$ cat src/rtl/core/mbfc_pkg.sv
`timescale 1ns / 1ps
// ----------------------------------------------------------------------------
// mbfc_pkg
// Shared types and codes for the message batch frame checker.
// ----------------------------------------------------------------------------
`default_nettype none

package mbfc_pkg;

  // Parser position within a frame
  typedef enum logic [2:0] {
    PH_VERSION = 3'd0,
    PH_COUNT   = 3'd1,
    PH_HEADER  = 3'd2,
    PH_PAYLOAD = 3'd3,
    PH_TAIL    = 3'd4,
    PH_DEAD    = 3'd5
  } phase_t;

  // Verdict codes
  typedef enum logic [2:0] {
    ERR_OK          = 3'd0,
    ERR_TOO_SHORT   = 3'd1,
    ERR_BAD_VERSION = 3'd2,
    ERR_ZERO_COUNT  = 3'd3,
    ERR_TRUNCATED   = 3'd4,
    ERR_MISMATCH    = 3'd5
  } err_t;

  localparam logic [7:0] VERSION_RESET = 8'd1;
  localparam logic [1:0] MIN_FRAME_BYTES = 2'd3;
  localparam logic [1:0] HDR_LAST_INDEX = 2'd3;

  // One frame byte as held in the input register
  typedef struct packed {
    logic [7:0] data_byte;
    logic       last_byte;
  } item_t;

  // One verdict
  typedef struct packed {
    logic frame_ok;
    err_t error_code;
  } result_t;

endpackage

`default_nettype wire

$ cat src/rtl/core/mbfc_in_reg.sv
`timescale 1ns / 1ps
// ----------------------------------------------------------------------------
// mbfc_in_reg
// Input register: captures one request and holds it until the parser advances.
// ----------------------------------------------------------------------------
`default_nettype none

module mbfc_in_reg (
  input  wire logic            clk,
  input  wire logic            rst_n,
  input  wire logic            in_valid,
  output logic                 in_stall,
  input  wire logic [7:0]      in_data_byte,
  input  wire logic            in_last_byte,
  input  wire logic            advance,
  output logic                 item_vld,
  output mbfc_pkg::item_t      item
);

  logic            vld_r;
  logic            vld_nxt;
  logic            load;
  mbfc_pkg::item_t item_r;

  // Stall while a held request cannot move on
  assign in_stall = vld_r && !advance;
  assign load     = in_valid && !in_stall;

  always_comb begin
    vld_nxt = vld_r;
    if (load) begin
      vld_nxt = 1'b1;
    end else if (advance) begin
      vld_nxt = 1'b0;
    end
  end

  always_ff @(posedge clk) begin
    if (!rst_n) begin
      vld_r <= 1'b0;
    end else begin
      vld_r <= vld_nxt;
    end
  end

  // Capture payload on accept
  always_ff @(posedge clk) begin
    if (load) begin
      item_r.data_byte <= in_data_byte;
      item_r.last_byte <= in_last_byte;
    end
  end

  assign item_vld = vld_r;
  assign item     = item_r;

endmodule

`default_nettype wire

$ cat src/rtl/core/mbfc_parse.sv
`timescale 1ns / 1ps
// ----------------------------------------------------------------------------
// mbfc_parse
// Frame parser: holds the frame state, folds in one byte per advance and
// forms the verdict for a byte marked last.
// ----------------------------------------------------------------------------
`default_nettype none

module mbfc_parse #(
  parameter int LENGTH_BITS = 32
) (
  input  wire logic            clk,
  input  wire logic            rst_n,
  input  wire logic            cfg_wr_en,
  input  wire logic [7:0]      cfg_wr_data,
  input  wire logic            advance,
  input  wire mbfc_pkg::item_t item,
  output mbfc_pkg::result_t    result
);

  logic [7:0]             version_r;
  mbfc_pkg::phase_t       phase_r,     phase_nxt;
  logic [1:0]             fbc_r,       fbc_nxt;
  logic [7:0]             msgs_r,      msgs_nxt;
  logic [1:0]             hdr_idx_r,   hdr_idx_nxt;
  logic [LENGTH_BITS-1:0] acc_r,       acc_nxt;
  logic [LENGTH_BITS-1:0] pay_r,       pay_nxt;
  logic                   bad_ver_r,   bad_ver_nxt;
  mbfc_pkg::err_t         lerr_r,      lerr_nxt;
  logic [31:0]            hdr_word;
  logic [LENGTH_BITS-1:0] pay_dec;
  mbfc_pkg::err_t         code;
  logic [7:0]             b;

  assign b = item.data_byte;

  // Merge a header byte at its little-endian position
  always_comb begin
    hdr_word = (hdr_idx_r == 2'd0) ? 32'd0 : 32'(acc_r);
    hdr_word = hdr_word | (32'(b) << {hdr_idx_r, 3'b000});
  end

  assign pay_dec = pay_r - LENGTH_BITS'(1);

  // Advance the frame state by one byte
  always_comb begin
    phase_nxt   = phase_r;
    fbc_nxt     = (fbc_r < mbfc_pkg::MIN_FRAME_BYTES) ? fbc_r + 2'd1 : fbc_r;
    msgs_nxt    = msgs_r;
    hdr_idx_nxt = hdr_idx_r;
    acc_nxt     = acc_r;
    pay_nxt     = pay_r;
    bad_ver_nxt = bad_ver_r;
    lerr_nxt    = lerr_r;
    unique case (phase_r)
      mbfc_pkg::PH_VERSION: begin
        if (b != version_r) begin
          bad_ver_nxt = 1'b1;
        end
        phase_nxt = mbfc_pkg::PH_COUNT;
      end
      mbfc_pkg::PH_COUNT: begin
        if (b == 8'd0) begin
          lerr_nxt  = mbfc_pkg::ERR_ZERO_COUNT;
          phase_nxt = mbfc_pkg::PH_DEAD;
        end else begin
          msgs_nxt    = b;
          hdr_idx_nxt = 2'd0;
          acc_nxt     = '0;
          phase_nxt   = mbfc_pkg::PH_HEADER;
        end
      end
      mbfc_pkg::PH_HEADER: begin
        if (hdr_idx_r == 2'd0) begin
          msgs_nxt = msgs_r - 8'd1;
        end
        acc_nxt = hdr_word[LENGTH_BITS-1:0];
        if (hdr_idx_r == mbfc_pkg::HDR_LAST_INDEX) begin
          hdr_idx_nxt = 2'd0;
          pay_nxt     = hdr_word[LENGTH_BITS-1:0];
          if (hdr_word[LENGTH_BITS-1:0] == '0) begin
            phase_nxt = (msgs_nxt != 8'd0) ? mbfc_pkg::PH_HEADER : mbfc_pkg::PH_TAIL;
          end else begin
            phase_nxt = mbfc_pkg::PH_PAYLOAD;
          end
        end else begin
          hdr_idx_nxt = hdr_idx_r + 2'd1;
        end
      end
      mbfc_pkg::PH_PAYLOAD: begin
        pay_nxt = pay_dec;
        if (pay_dec == '0) begin
          phase_nxt = (msgs_r != 8'd0) ? mbfc_pkg::PH_HEADER : mbfc_pkg::PH_TAIL;
        end
      end
      mbfc_pkg::PH_TAIL: begin
        lerr_nxt = mbfc_pkg::ERR_MISMATCH;
      end
      default: begin
      end
    endcase
  end

  // Verdict on the state after this byte
  always_comb begin
    if (fbc_nxt < mbfc_pkg::MIN_FRAME_BYTES) begin
      code = mbfc_pkg::ERR_TOO_SHORT;
    end else if (bad_ver_nxt) begin
      code = mbfc_pkg::ERR_BAD_VERSION;
    end else if (lerr_nxt != mbfc_pkg::ERR_OK) begin
      code = lerr_nxt;
    end else if (phase_nxt == mbfc_pkg::PH_TAIL) begin
      code = mbfc_pkg::ERR_OK;
    end else if (phase_nxt == mbfc_pkg::PH_PAYLOAD && msgs_nxt == 8'd0) begin
      code = mbfc_pkg::ERR_MISMATCH;
    end else begin
      code = mbfc_pkg::ERR_TRUNCATED;
    end
  end

  assign result.frame_ok   = (code == mbfc_pkg::ERR_OK);
  assign result.error_code = code;

  // Configuration register
  always_ff @(posedge clk) begin
    if (!rst_n) begin
      version_r <= mbfc_pkg::VERSION_RESET;
    end else if (cfg_wr_en) begin
      version_r <= cfg_wr_data;
    end
  end

  // Frame state: update per byte, clear after the last byte
  always_ff @(posedge clk) begin
    if (!rst_n || (advance && item.last_byte)) begin
      phase_r   <= mbfc_pkg::PH_VERSION;
      fbc_r     <= 2'd0;
      msgs_r    <= 8'd0;
      hdr_idx_r <= 2'd0;
      acc_r     <= '0;
      pay_r     <= '0;
      bad_ver_r <= 1'b0;
      lerr_r    <= mbfc_pkg::ERR_OK;
    end else if (advance) begin
      phase_r   <= phase_nxt;
      fbc_r     <= fbc_nxt;
      msgs_r    <= msgs_nxt;
      hdr_idx_r <= hdr_idx_nxt;
      acc_r     <= acc_nxt;
      pay_r     <= pay_nxt;
      bad_ver_r <= bad_ver_nxt;
      lerr_r    <= lerr_nxt;
    end
  end

endmodule

`default_nettype wire

$ cat src/rtl/core/mbfc_out_reg.sv
`timescale 1ns / 1ps
// ----------------------------------------------------------------------------
// mbfc_out_reg
// Result register: holds one verdict until the receiver takes it.
// ----------------------------------------------------------------------------
`default_nettype none

module mbfc_out_reg (
  input  wire logic              clk,
  input  wire logic              rst_n,
  input  wire logic              load,
  input  wire mbfc_pkg::result_t result,
  output logic                   free,
  output logic                   out_valid,
  input  wire logic              out_stall,
  output logic                   out_frame_ok,
  output logic [2:0]             out_error_code
);

  logic              vld_r;
  logic              vld_nxt;
  mbfc_pkg::result_t res_r;

  // Free when empty or being taken this cycle
  assign free = !vld_r || !out_stall;

  always_comb begin
    vld_nxt = vld_r && out_stall;
    if (load) begin
      vld_nxt = 1'b1;
    end
  end

  always_ff @(posedge clk) begin
    if (!rst_n) begin
      vld_r <= 1'b0;
    end else begin
      vld_r <= vld_nxt;
    end
  end

  always_ff @(posedge clk) begin
    if (load) begin
      res_r <= result;
    end
  end

  assign out_valid      = vld_r;
  assign out_frame_ok   = res_r.frame_ok;
  assign out_error_code = res_r.error_code;

endmodule

`default_nettype wire

$ cat src/rtl/core/message_batch_frame_checker_top.sv
`timescale 1ns / 1ps
// ----------------------------------------------------------------------------
// message_batch_frame_checker_top
// Checks a framed batch of length-prefixed messages, one byte per request.
//
// Input channel (in_*): one frame byte per request, in_last_byte marks the
// final byte. Result channel (out_*): one verdict per frame, issued for the
// last byte only; out_frame_ok is high when out_error_code is zero.
// Configuration: cfg_wr_en writes cfg_wr_data as the expected version byte.
// Throughput: one byte per cycle while the result register can take each
// verdict. Each byte goes through the input register and the parser update;
// a verdict then moves into the result register and shows on out_valid once
// the result register has loaded it.
// Stall: a held result does not block bytes that produce no result; a second
// last byte waits in the input register while the result register is full
// and stalled, and only then does in_stall rise.
// Reset: clears both registers and the frame state; the expected version
// returns to 1.
// ----------------------------------------------------------------------------
`default_nettype none

module message_batch_frame_checker_top #(
  parameter int LENGTH_BITS = 32
) (
  input  wire logic       clk,
  input  wire logic       rst_n,
  input  wire logic       cfg_wr_en,
  input  wire logic [7:0] cfg_wr_data,
  input  wire logic       in_valid,
  output logic            in_stall,
  input  wire logic [7:0] in_data_byte,
  input  wire logic       in_last_byte,
  output logic            out_valid,
  input  wire logic       out_stall,
  output logic            out_frame_ok,
  output logic [2:0]      out_error_code
);

  logic              item_vld;
  mbfc_pkg::item_t   item;
  logic              advance;
  logic              out_free;
  mbfc_pkg::result_t result;

  // Move a byte on unless it carries a verdict with nowhere to go
  assign advance = item_vld && (!item.last_byte || out_free);

  mbfc_in_reg u_in_reg (
    .clk          (clk),
    .rst_n        (rst_n),
    .in_valid     (in_valid),
    .in_stall     (in_stall),
    .in_data_byte (in_data_byte),
    .in_last_byte (in_last_byte),
    .advance      (advance),
    .item_vld     (item_vld),
    .item         (item)
  );

  mbfc_parse #(
    .LENGTH_BITS (LENGTH_BITS)
  ) u_parse (
    .clk         (clk),
    .rst_n       (rst_n),
    .cfg_wr_en   (cfg_wr_en),
    .cfg_wr_data (cfg_wr_data),
    .advance     (advance),
    .item        (item),
    .result      (result)
  );

  mbfc_out_reg u_out_reg (
    .clk            (clk),
    .rst_n          (rst_n),
    .load           (advance && item.last_byte),
    .result         (result),
    .free           (out_free),
    .out_valid      (out_valid),
    .out_stall      (out_stall),
    .out_frame_ok   (out_frame_ok),
    .out_error_code (out_error_code)
  );

endmodule

`default_nettype wire

$ cat config.mk
export PLATFORM = sky130hd
export DESIGN_NAME = message_batch_frame_checker_top
export DESIGN_NICKNAME = d
export VERILOG_FILES = /design/src/rtl/core/mbfc_pkg.sv /design/src/rtl/core/mbfc_in_reg.sv /design/src/rtl/core/mbfc_parse.sv /design/src/rtl/core/mbfc_out_reg.sv /design/src/rtl/core/message_batch_frame_checker_top.sv
export SDC_FILE = /design/constraint.sdc
export NUM_CORES = 1
export LEC_CHECK = 0
export ABC_CLOCK_PERIOD_IN_PS = 3400
export BUFFER_PORTS_ARGS = -buffer_cell sky130_fd_sc_hd__buf_2
export CAP_MARGIN = 15
export CORE_MARGIN = 3
export CORE_UTILIZATION = 45
export DETAILED_ROUTE_END_ITERATION = 10
export HOLD_SLACK_MARGIN = 0.12
export SYNTH_ARGS = -nofsm -noshare
export SYNTH_HDL_FRONTEND = slang
export SYNTH_SLANG_ARGS = --single-unit
$ cat constraint.sdc
create_clock -name clk -period 3.4 [get_ports clk]
set_input_delay 0.34 -clock clk [delete_from_list [all_inputs] [get_ports clk]]
set_output_delay 0.34 -clock clk [all_outputs]
set_load 0.01 [all_outputs]
* Word-level counts from Yosys, hierarchy flattened *
Index checks and enable logic that the tools add are counted.
Widths: inputs -> output; s select.

word-level totals
  register bits after elaboration = 106
  word-level logic and storage cells = 95
  bits of input ports = 22
  output and inout bits = 6

operators by class
  reduce and logical (&&, ||, !) cells = 30
  magnitude comparators = 2
  eq/ne operators = 10
  $add $sub $neg = 4
  shifts and indexed selects = 1
  bitwise logic cells = 1
  muxes and demuxes = 32

operator list
  operator               count
  $pmux 32 s2            2
  $mux 32                3
  $logic_not 32->1       2
  $mux 3                 11
  $or 32x32->32          1
  $shl 8x5->32           1
  $sub 32x1->32 const B  1
  $mux 8                 3
  $logic_not 8->1        2
  $pmux 8 s2             1
  $reduce_bool 8->1      2
  $pmux 3 s4             1
  $eq 3x2->1 const B     3
  $ne 8x8->1             1
  $sub 8x1->8 const B    1
  $eq 3x3->1 const B     2
  $logic_and 1x1->1      6
  $logic_not 1->1        6
  $logic_not 3->1        2
  $mux 1                 6
  $mux 2                 3
  $pmux 3 s2             1
  $reduce_and 3->1       2
  $reduce_bool 2->1      3
  10 further kinds       14

* Logic depth before layout (Yosys ltp) *
Gate-level depths: netlist of run 1.

  word-level depth = 16
  gate-level depth with buffers = 13
  mapped depth without buffers = 10

* Cells and area by module *
From an unflattened synthesis of run 1, not the netlist that was laid out.

second synthesis, totals
  cell total of the unflattened synthesis = 831
  area total of the unflattened synthesis = 6337.3 µm²

by module, submodules not included
  module                           cells each  area an instance (µm²)  instances  sequential area each (µm²)
  mbfc_parse                       807         5845.6                  1          1821.7
  mbfc_in_reg                      13          317.8                   1          290.3
  mbfc_out_reg                     8           155.1                   1          140.1
  message_batch_frame_checker_top  3           18.8                    1          0.0

* Worst setup path after synthesis of run 1 *
Ideal clock, no wire load.

  path type = register to register
  from = register u_parse.hdr_idx_r[1]
  to = register u_out_reg.res_r (netlist bit u_out_reg.out_error_code[2]) (data pin)
  arrival = 2691 ps
  clock period less this slack = 2947 ps
  buffers on the path = 2
  setup time = 256 ps
  path slack = 453 ps
  stages on the path, launching flop included = 13
  data required time = 3144 ps
  cells stage by stage = dfxtp_1 clkbuf_1 inv_1 ha_1 clkbuf_1 clkinv_1 a221o_1 nor4_1 nand4_1 o31ai_1 a31o_4 a21oi_2 o211a_1

RTL lines
  element                   line                RTL
  start: declaration        mbfc_parse.sv:25    logic [1:0] hdr_idx_r, hdr_idx_nxt;
  start signal: assignment  mbfc_parse.sv:148   hdr_idx_r <= hdr_idx_nxt;
  end signal: assignment    mbfc_out_reg.sv:44  res_r <= result;
  end: declaration          mbfc_out_reg.sv:22  mbfc_pkg::result_t res_r;

==> metrics, run 1 <==
Async S/R FF share, synth 0%; # setup viols final 0; WL/cell 18.2 um; largest net degree at the start of global routing 84; Max Clk Rate 316 MHz; TritonCTS clock tree yes; max-cap violations 0; net total in the final layout 819; fraction of the mapped netlist area in simple logic gates 27.8%; slew margin rel. 48.9%; setup bufs post-CTS 0; routed vias 5895; GP Congestion 0.905; total grt overflow 0; commonest non-fill, non-tap cell in the layout nor2_1; Seq cells post-synth 106; clock skew 0.00482 ns; global-route usage over all layers 24.4%; number of routed nets with antenna violations 0; Hold/Removal Path Class in -> reg; post-cts gate resize count 0; DP Area 6540 um^2; Filler Cell Count 1319; DP Wirelength 12400 um; TritonRoute pass-1 iters 5; fin crit period 3.16 ns; Row Count 42; critical path type reg -> reg; mux cell area share after synthesis 1.61%; root buffer cell clkbuf_16; main combinational cell family by area after synthesis simple AND/OR/NAND/NOR gates; Max FO, Critical Path 15; LEAKAGE 0.00253 uW; adder-cell share of the synthesized area 1.21%; IO Port Bufs 27; CTS sink count 106; Die Footprint 15300 um^2; Antenna Cells 0; Synthesized Nets 821; drt total wl 17700 um; Post-Syn Area per Cell 7.84 um^2; crit path DAT 3.29 ns; PwrDens 390 nW/um^2; most frequent cells in the layout 111 x nor2_1, 93 x dfxtp_1, 69 x nand2_1; Initial Utilization 46.4%; via density per instance 6.06; # IOs 28; H-tree depth 3; Bufs on Longest Clock Path 2; setup TNS 0 ns; Synth Warn # 0; complex-gate fraction of the synthesized area 25.4%; Skew-Pair Late Insertion Delay 0.37 ns; Primary FF master, synth dfxtp_1; Design Area, Final 6850 um^2; first-pass GRT wire length 29200 um; area delta synth->final 10.1%; number of distinct library cells after synthesis 69; initial antenna violation count 0; clock slew at reported path FFs 0.08 ns; Core ar. 13400 um^2; Worst-Margin Slew 0.765 ns; status finished, final reports clean; die width 124 um; layout cells sized above 1 11.2%; VDD IR max 0.413 mV; Iteration-0 DRC Markers 695; part of the cycle the worst path needs 93.0%; final hold viol count 0; Post-Synth XOR/XNOR Area 2.82%; CTS Buf Count 9; Max Slew Vio Count 0; EDFF count, synth 13; Post-route DRC 0; Die Ht 124 um; Mapped Area 6220 um^2; Post-CTS Hold Buffers 0; CP required 3.53 ns; register area share after synthesis 36.2%; CP Launch Type register; number of global-route vias before repair 5457; CP endpoint kind register; Mapped Cells 793; RSZ-0062 raised after global routing false
==> final cells by class <==
| type | instances | area [um^2] | share of cell area, % |
|---|---|---|---|
| clock buffers | 9 | 225 | 3.29 |
| clock inverters | 7 | 83.8 | 1.22 |
| inverters | 15 | 56.3 | 0.823 |
| multi-input cells | 610 | 3680 | 53.8 |
| flip-flops and latches | 106 | 2250 | 32.9 |
| well taps | 176 | 220 | 3.22 |
| repair buffers | 49 | 325 | 4.75 |
==> per-stage QoR <==
stage	util, %	std cells	total power (uW)	setup WS, ns	hold WS (ns)
6_report	51.1	972	2670	0.237	0.143
5_1_grt	51.1	972	2770	0.0805	0.128
4_1_cts	51.1	972	2690	0.235	0.132
3_5_place_dp	48.8	956	1620	0.250	0.445
3_3_place_gp	48.8	956	1620	0.413	0.440
2_1_floorplan	-	793	1530	0.453	0.432
==> sequential cells by signal (all words and copies together) (netlist names) <==
name	flops
u_parse.fbc_r	2
u_in_reg.item	9
u_out_reg.out_error_code	3
u_parse.lerr_r	3
u_parse.msgs_r	8
u_parse.phase_r	3
u_in_reg.item_vld	1
u_parse.version_r	8
u_out_reg.out_valid	1
u_out_reg.out_frame_ok	1
u_parse.hdr_idx_r	2
u_parse.pay_r	32
u_parse.acc_r	32
u_parse.bad_ver_r	1
==> cells in the mapped netlist, types with 3 or more instances <==
cell type / number / area [um^2]
nand3_1: 11 / 55.1
nand2b_1: 6 / 37.5
nor2b_1: 29 / 181
ha_1: 6 / 75.1
nor4b_1: 3 / 26.3
a22o_1: 18 / 158
or3_1: 13 / 81.3
a2111oi_0: 5 / 43.8
nor4_1: 15 / 93.8
mux2i_1: 10 / 100
o22ai_1: 6 / 37.5
xor2_1: 11 / 96.3
dfxtp_1: 93 / 1860
and2_1: 4 / 25.0
a211oi_1: 10 / 75.1
buf_1: 5 / 18.8
nand4_1: 12 / 75.1
and3_1: 3 / 18.8
nand4b_1: 3 / 26.3
a221o_1: 3 / 30.0
nor2_1: 112 / 420
a21oi_1: 54 / 270
o211ai_1: 7 / 52.6
a2bb2oi_1: 4 / 35.0
o21a_1: 4 / 30.0
o21ai_0: 43 / 215
clkbuf_1: 55 / 206
edfxtp_1: 13 / 390
o31ai_1: 3 / 22.5
a21o_1: 8 / 60.1
xnor2_1: 9 / 78.8
nand2_1: 70 / 263
nor3b_1: 6 / 45.0
inv_1: 14 / 52.6
or2_2: 8 / 50.1
nor3_1: 31 / 155
a22oi_1: 43 / 323
or4_1: 3 / 22.5
a2111o_1: 3 / 33.8
==> logic make-up (layout without fill, tap and decap cells) <==
logic type | after synthesis | count (layout)
buf+inv | 77 | 80
simple gates | 342 | 342
flops | 106 | 106
mux | 10 | 10
compound gates | 232 | 232
fa+ha+maj | 6 | 6
xor+xnor | 20 | 20
==> report_power, final <==
group | internal (uW) | switching [uW] | leakage [uW]
sequential | 1290 | 37.1 | 0.000874
clock | 527 | 549 | 0.000150
combinational | 104 | 163 | 0.00150
==> worst max-delay path, cell delays in order (launching register included) <==
cell and delay, ns:
dfxtp_1 0.38, inv_1 0.09, ha_1 0.24, nor3b_2 0.41, nand4_1 0.14, buf_4 0.22, o31a_1 0.30, nor4b_1 0.30
and4_1 0.35, a31o_4 0.20, a21oi_2 0.06, o211a_1 0.21
==> per-layer routing <==
metal  part of all wire (%)  global-route usage (%)  vias to the layer above
met5                      0                       0                        -
met4                    1.8                    6.64                        0
met3                    5.2                    4.94                       23
met2                     45                    38.0                      173
met1                     48                    34.6                     2810
li1                       -                       -                     2889
==> worst paths after layout <==
kind / from / end / slack [ns] / depth (start not counted)
worst max-delay path: u_parse.pay_r[0]$_SDFFE_PP0P_ / u_out_reg.out_error_code[2]$_DFFE_PP_ / 0.24 / 11
worst min-delay path: in_data_byte[3] / u_in_reg.item[4]$_DFFE_PP_ / 0.14 / 1
worst max register to register: u_parse.pay_r[0]$_SDFFE_PP0P_ / u_out_reg.out_error_code[2]$_DFFE_PP_ / 0.24 / 11
worst min register to register: u_parse.acc_r[4]$_SDFFE_PP0P_ / u_parse.acc_r[4]$_SDFFE_PP0P_ / 0.46 / 2
Note: power is estimated with default switching activity, not from simulation.
==> run 2: changes to the inputs <==
- RECOVER_POWER: unset -> 25
==> metrics, run 2 (synthesis gave the netlist of run 1 again) <==
status finished, final reports clean; net total in the final layout 819; CP max stage cell nor3b_2; H-tree depth 3; clock skew 0.00516 ns; PwrDens 390 nW/um^2; flop2flop setup slack 0.24 ns; layout cells sized above 1 10.4%; WL/cell 18.2 um; CP Launch Type register; Post-CTS Hold Buffers 0; Initial Utilization 46.4%; final worst setup slack 0.237 ns; Reg2Reg Depth 11; total power 2670 uW; met2 WL 8030 um; slew margin rel. 48.9%; met1 wire length 8390 um; Max Clk Rate 316 MHz; total grt overflow 0; # setup viols final 0; Max FO, Critical Path 15; Iteration-0 DRC Markers 695; CP required 3.53 ns; reg2reg start u_parse.pay_r[0]$_SDFFE_PP0P_; initial antenna violation count 0; crit path DAT 3.29 ns; first-pass GRT wire length 29200 um; Row Count 42; largest net degree at the start of global routing 84; CTS sink count 106; Hold/Removal Path Class in -> reg; routed vias 5899; hold endpoint u_in_reg.item[4]$_DFFE_PP_; critical path type reg -> reg; most frequent cells in the layout 111 x nor2_1, 93 x dfxtp_1, 69 x nand2_1; TritonCTS clock tree yes; Place WS 0.250 ns; Die Footprint 15300 um^2; Worst-Margin Slew 0.765 ns; LEAKAGE 0.00251 uW; CP max stage delay 0.41 ns; final hold viol count 0; IO Port Bufs 27; Min Hold Slack 0.144 ns; TritonRoute pass-1 iters 5; CTS Buf Count 9; met3 WL 951 um; commonest non-fill, non-tap cell in the layout nor2_1; Max Slew Vio Count 0; via density per instance 6.07; CP Cell Sequence inv_1, ha_1, nor3b_2, nand4_1, buf_4, o31a_1, nor4b_1, and4_1, a31o_4, a21oi_2, o211a_1; root buffer cell clkbuf_16; Die Ht 124 um; max-cap violations 0; GP Congestion 0.905; CP endpoint kind register; die width 124 um; part of the cycle the worst path needs 93.0%; Bufs on Longest Clock Path 2; fin crit period 3.16 ns; DP Wirelength 12400 um; number of global-route vias before repair 5457; area delta synth->final 9.98%; post-cts gate resize count 0; Antenna Cells 0; RSZ-0062 raised after global routing false; setup bufs post-CTS 0; HP Start in_data_byte[3]; top sig layer met4; Core ar. 13400 um^2; clock slew at reported path FFs 0.08 ns; fin util 51.0%; Skew-Pair Late Insertion Delay 0.37 ns; Post-route DRC 0; FF-to-FF End u_out_reg.out_error_code[2]$_DFFE_PP_; drt total wl 17700 um; global-route usage over all layers 24.4%; VDD IR max 0.413 mV; setup TNS 0 ns; # IOs 28; number of routed nets with antenna violations 0; Hold Path Cell Cnt 1
[run 2: cell types whose count changed in the layout (fill, tap and decap cells not counted)]
cell | previous run | this run
clkbuf_1 | 0 | 6
buf_2 | 27 | 21
and2_1 | 4 | 3
and2_0 | 0 | 1
[run 2: power by group]
| part | internal, uW | total [uW] | switching, uW |
|---|---|---|---|
| Clock | 527 | 1080 | 548 |
| Sequential | 1290 | 1330 | 37.1 |
| Combinational | 103 | 266 | 163 |
[run 2: worst max-delay path by stage]
stage | from | slack (ns) | to
5_1_grt | u_parse.pay_r[0]$_SDFFE_PP0P_ | 0.08 | u_out_reg.out_error_code[2]$_DFFE_PP_
6_report | u_parse.pay_r[0]$_SDFFE_PP0P_ | 0.24 | u_out_reg.out_error_code[2]$_DFFE_PP_
3_3_place_gp | u_parse.pay_r[0]$_SDFFE_PP0P_ | 0.41 | u_out_reg.out_error_code[2]$_DFFE_PP_
3_5_place_dp | u_parse.pay_r[0]$_SDFFE_PP0P_ | 0.25 | u_out_reg.out_error_code[2]$_DFFE_PP_
2_1_floorplan | u_parse.hdr_idx_r[1]$_SDFFE_PP0P_ | 0.45 | u_out_reg.out_error_code[2]$_DFFE_PP_
4_1_cts | u_parse.pay_r[0]$_SDFFE_PP0P_ | 0.23 | u_out_reg.out_error_code[2]$_DFFE_PP_
[run 2: layer usage]
| layer | GRT usage [%] | vias up |
|---|---|---|
| li1 | - | 2891 |
| met1 | 34.6 | 2807 |
| met2 | 38.0 | 178 |
| met3 | 4.94 | 23 |
| met4 | 6.64 | 0 |
| met5 | 0 | - |
[run 2: worst max-delay path, delay by kind of cell, from the launching register on]
kind | cells | cell delay (ns)
AND/OR/NAND/NOR | 4 | 1.20
buffers and inverters | 2 | 0.31
adder cells (fa/ha/maj) | 1 | 0.24
flip-flops | 1 | 0.38
AO/OA/AOI/OAI | 4 | 0.77
[run 2: layout make-up]
type	count	area, um^2
timing repair buffer	49	318
fill	1322	6560
inverter	15	56.3
sequential	106	2250
clock inverter	7	83.8
clock buffer	9	225
tap	176	220
multi-input combinational	610	3680
[run 2: stage by stage]
step	instances	instance area [um^2]
2_1_floorplan	793	6220
3_3_place_gp	956	6540
3_5_place_dp	956	6540
4_1_cts	972	6850
5_1_grt	972	6840
6_report	972	6840
==> run 3: changes to the inputs <==
- GPL_TIMING_DRIVEN: unset -> 0
- SLEW_MARGIN: unset -> 20
==> metrics, run 3 (synthesis gave the netlist of run 1 again) <==
status finished, final reports clean; total power 2670 uW; Worst-Margin Slew 0.807 ns; IO Port Bufs 26; CTS Buf Count 9; most frequent cells in the layout 112 x nor2_1, 91 x dfxtp_1, 70 x nand2_1; Post-route DRC 0; die width 124 um; RSZ-0062 raised after global routing true; critical path type reg -> reg; VDD IR max 0.289 mV; Min Hold Slack 0.143 ns; clock slew at reported path FFs 0.08 ns; Antenna Cells 0; fin util 51.8%; TritonCTS clock tree yes; crit path DAT 3.46 ns; HP Start in_data_byte[6]; Finished Layout Cells 1016; TritonRoute pass-1 iters 6; Die Footprint 15300 um^2; CP required 3.51 ns; DP Area 6570 um^2; max-cap violations 0; Row Count 42; Die Ht 124 um; initial antenna violation count 0; # IOs 28; reg2reg start u_parse.hdr_idx_r[0]$_SDFFE_PP0P_; GP Congestion 0.965; global-route usage over all layers 28.4%; Iteration-0 DRC Markers 719; Initial Utilization 46.4%; Post-CTS Hold Buffers 0; Max Clk Rate 299 MHz; first-pass GRT wire length 33200 um; routed vias 6353; PwrDens 384 nW/um^2; H-tree depth 3; drt total wl 21100 um; total grt overflow 0; commonest non-fill, non-tap cell in the layout nor2_1; number of routed nets with antenna violations 0; # setup viols final 0; Core ar. 13400 um^2; Hold/Removal Path Class in -> reg; Inst Count DP 995; Skew-Pair Late Insertion Delay 0.36 ns; clock skew 0.00808 ns; Max FO, Critical Path 10; net total in the final layout 863; number of global-route vias before repair 5946; CP endpoint kind register; Max Slew Vio Count 0; area delta synth->final 11.7%; Filler Cell Count 1341; Bufs on Longest Clock Path 2; final hold viol count 0; root buffer cell clkbuf_16; Design Area, Final 6950 um^2; via density per instance 6.25; CP Launch Type register; part of the cycle the worst path needs 98.4%; slew margin rel. 46.1%; LEAKAGE 0.00252 uW; CP startpoint u_parse.hdr_idx_r[0]$_SDFFE_PP0P_; layout cells sized above 1 8.93%; largest net degree at the start of global routing 21; CTS sink count 106; DP Wirelength 15300 um; WL/cell 20.8 um; fin crit period 3.35 ns
-- run 3: cell types whose count changed in the layout (fill, tap and decap cells not counted), moves of 2 or more --
| cell | before | now |
|---|---|---|
| clkbuf_1 | 6 | 57 |
| buf_4 | 20 | 5 |
| buf_1 | 0 | 4 |
| inv_6 | 4 | 1 |
| buf_12 | 2 | 0 |
| buf_6 | 0 | 2 |
| clkbuf_2 | 0 | 2 |
| clkbuf_4 | 0 | 2 |
| clkinv_8 | 3 | 1 |
| clkinvlp_4 | 0 | 2 |
| dfxtp_1 | 93 | 91 |
| dfxtp_2 | 0 | 2 |
| inv_8 | 0 | 2 |
-- run 3: per-layer routing --
metal  share of wire (%)  wire [um]  global-route usage (%)
met5                   0          0                       0
met4                 2.7        561                    9.48
met3                 7.6       1610                    5.54
met2                  44       9250                    43.3
met1                  46       9670                    40.3
-- run 3: worst max-delay path, cell delays in order, from the launching register on --
cell,delay (ns)
dfxtp_2,0.37
clkbuf_4,0.20
inv_1,0.11
ha_1,0.18
buf_2,0.26
nor2b_1,0.09
a2111oi_0,0.57
and4_1,0.29
nand4_1,0.24
buf_4,0.24
nor4_1,0.22
o21ai_0,0.11
nand2_1,0.11
o31ai_1,0.10
-- run 3: report_power, final --
| group | switching [uW] | internal, uW | total (uW) |
|---|---|---|---|
| Sequential | 17.1 | 1290 | 1310 |
| Combinational | 204 | 103 | 306 |
| Clock | 536 | 518 | 1050 |
| Total | 756 | 1910 | 2670 |
-- run 3: timing repair --
action | 4_1_cts | 5_1_grt
pin swaps | 2 | 2
endpoints found under the setup margin | 6 | 17
resized for setup | 8 | 10
buffers inserted | 4 | 1
-- run 3: path summary, 6_finish.rpt --
check	end	slack [ns]	cells after the start
max reg2reg	u_out_reg.out_error_code[0]$_DFFE_PP_	0.05	13
max	u_out_reg.out_error_code[0]$_DFFE_PP_	0.05	13
min	u_in_reg.item[7]$_DFFE_PP_	0.14	1
min reg2reg	u_parse.acc_r[3]$_SDFFE_PP0P_	0.45	2
-- run 3: layout make-up --
class                      instances  area (um^2)  area share, %
timing repair buffer              31          160           2.31
sequential                       106         2250           32.5
inverter                          15         57.6          0.829
buffer                            62          259           3.73
clock buffer                       9          225           3.24
tap                              176          220           3.17
clock inverter                     7         71.3           1.03
multi-input combinational        610         3700           53.2
-- run 3: stage by stage --
stage	worst slack [ns]	setup TNS, ns
2_1_floorplan	0.453	0
3_3_place_gp	-0.614	-2.48
3_5_place_dp	-0.634	-2.60
4_1_cts	0.00156	0
5_1_grt	-0.0104	-0.0137
6_report	0.0533	0
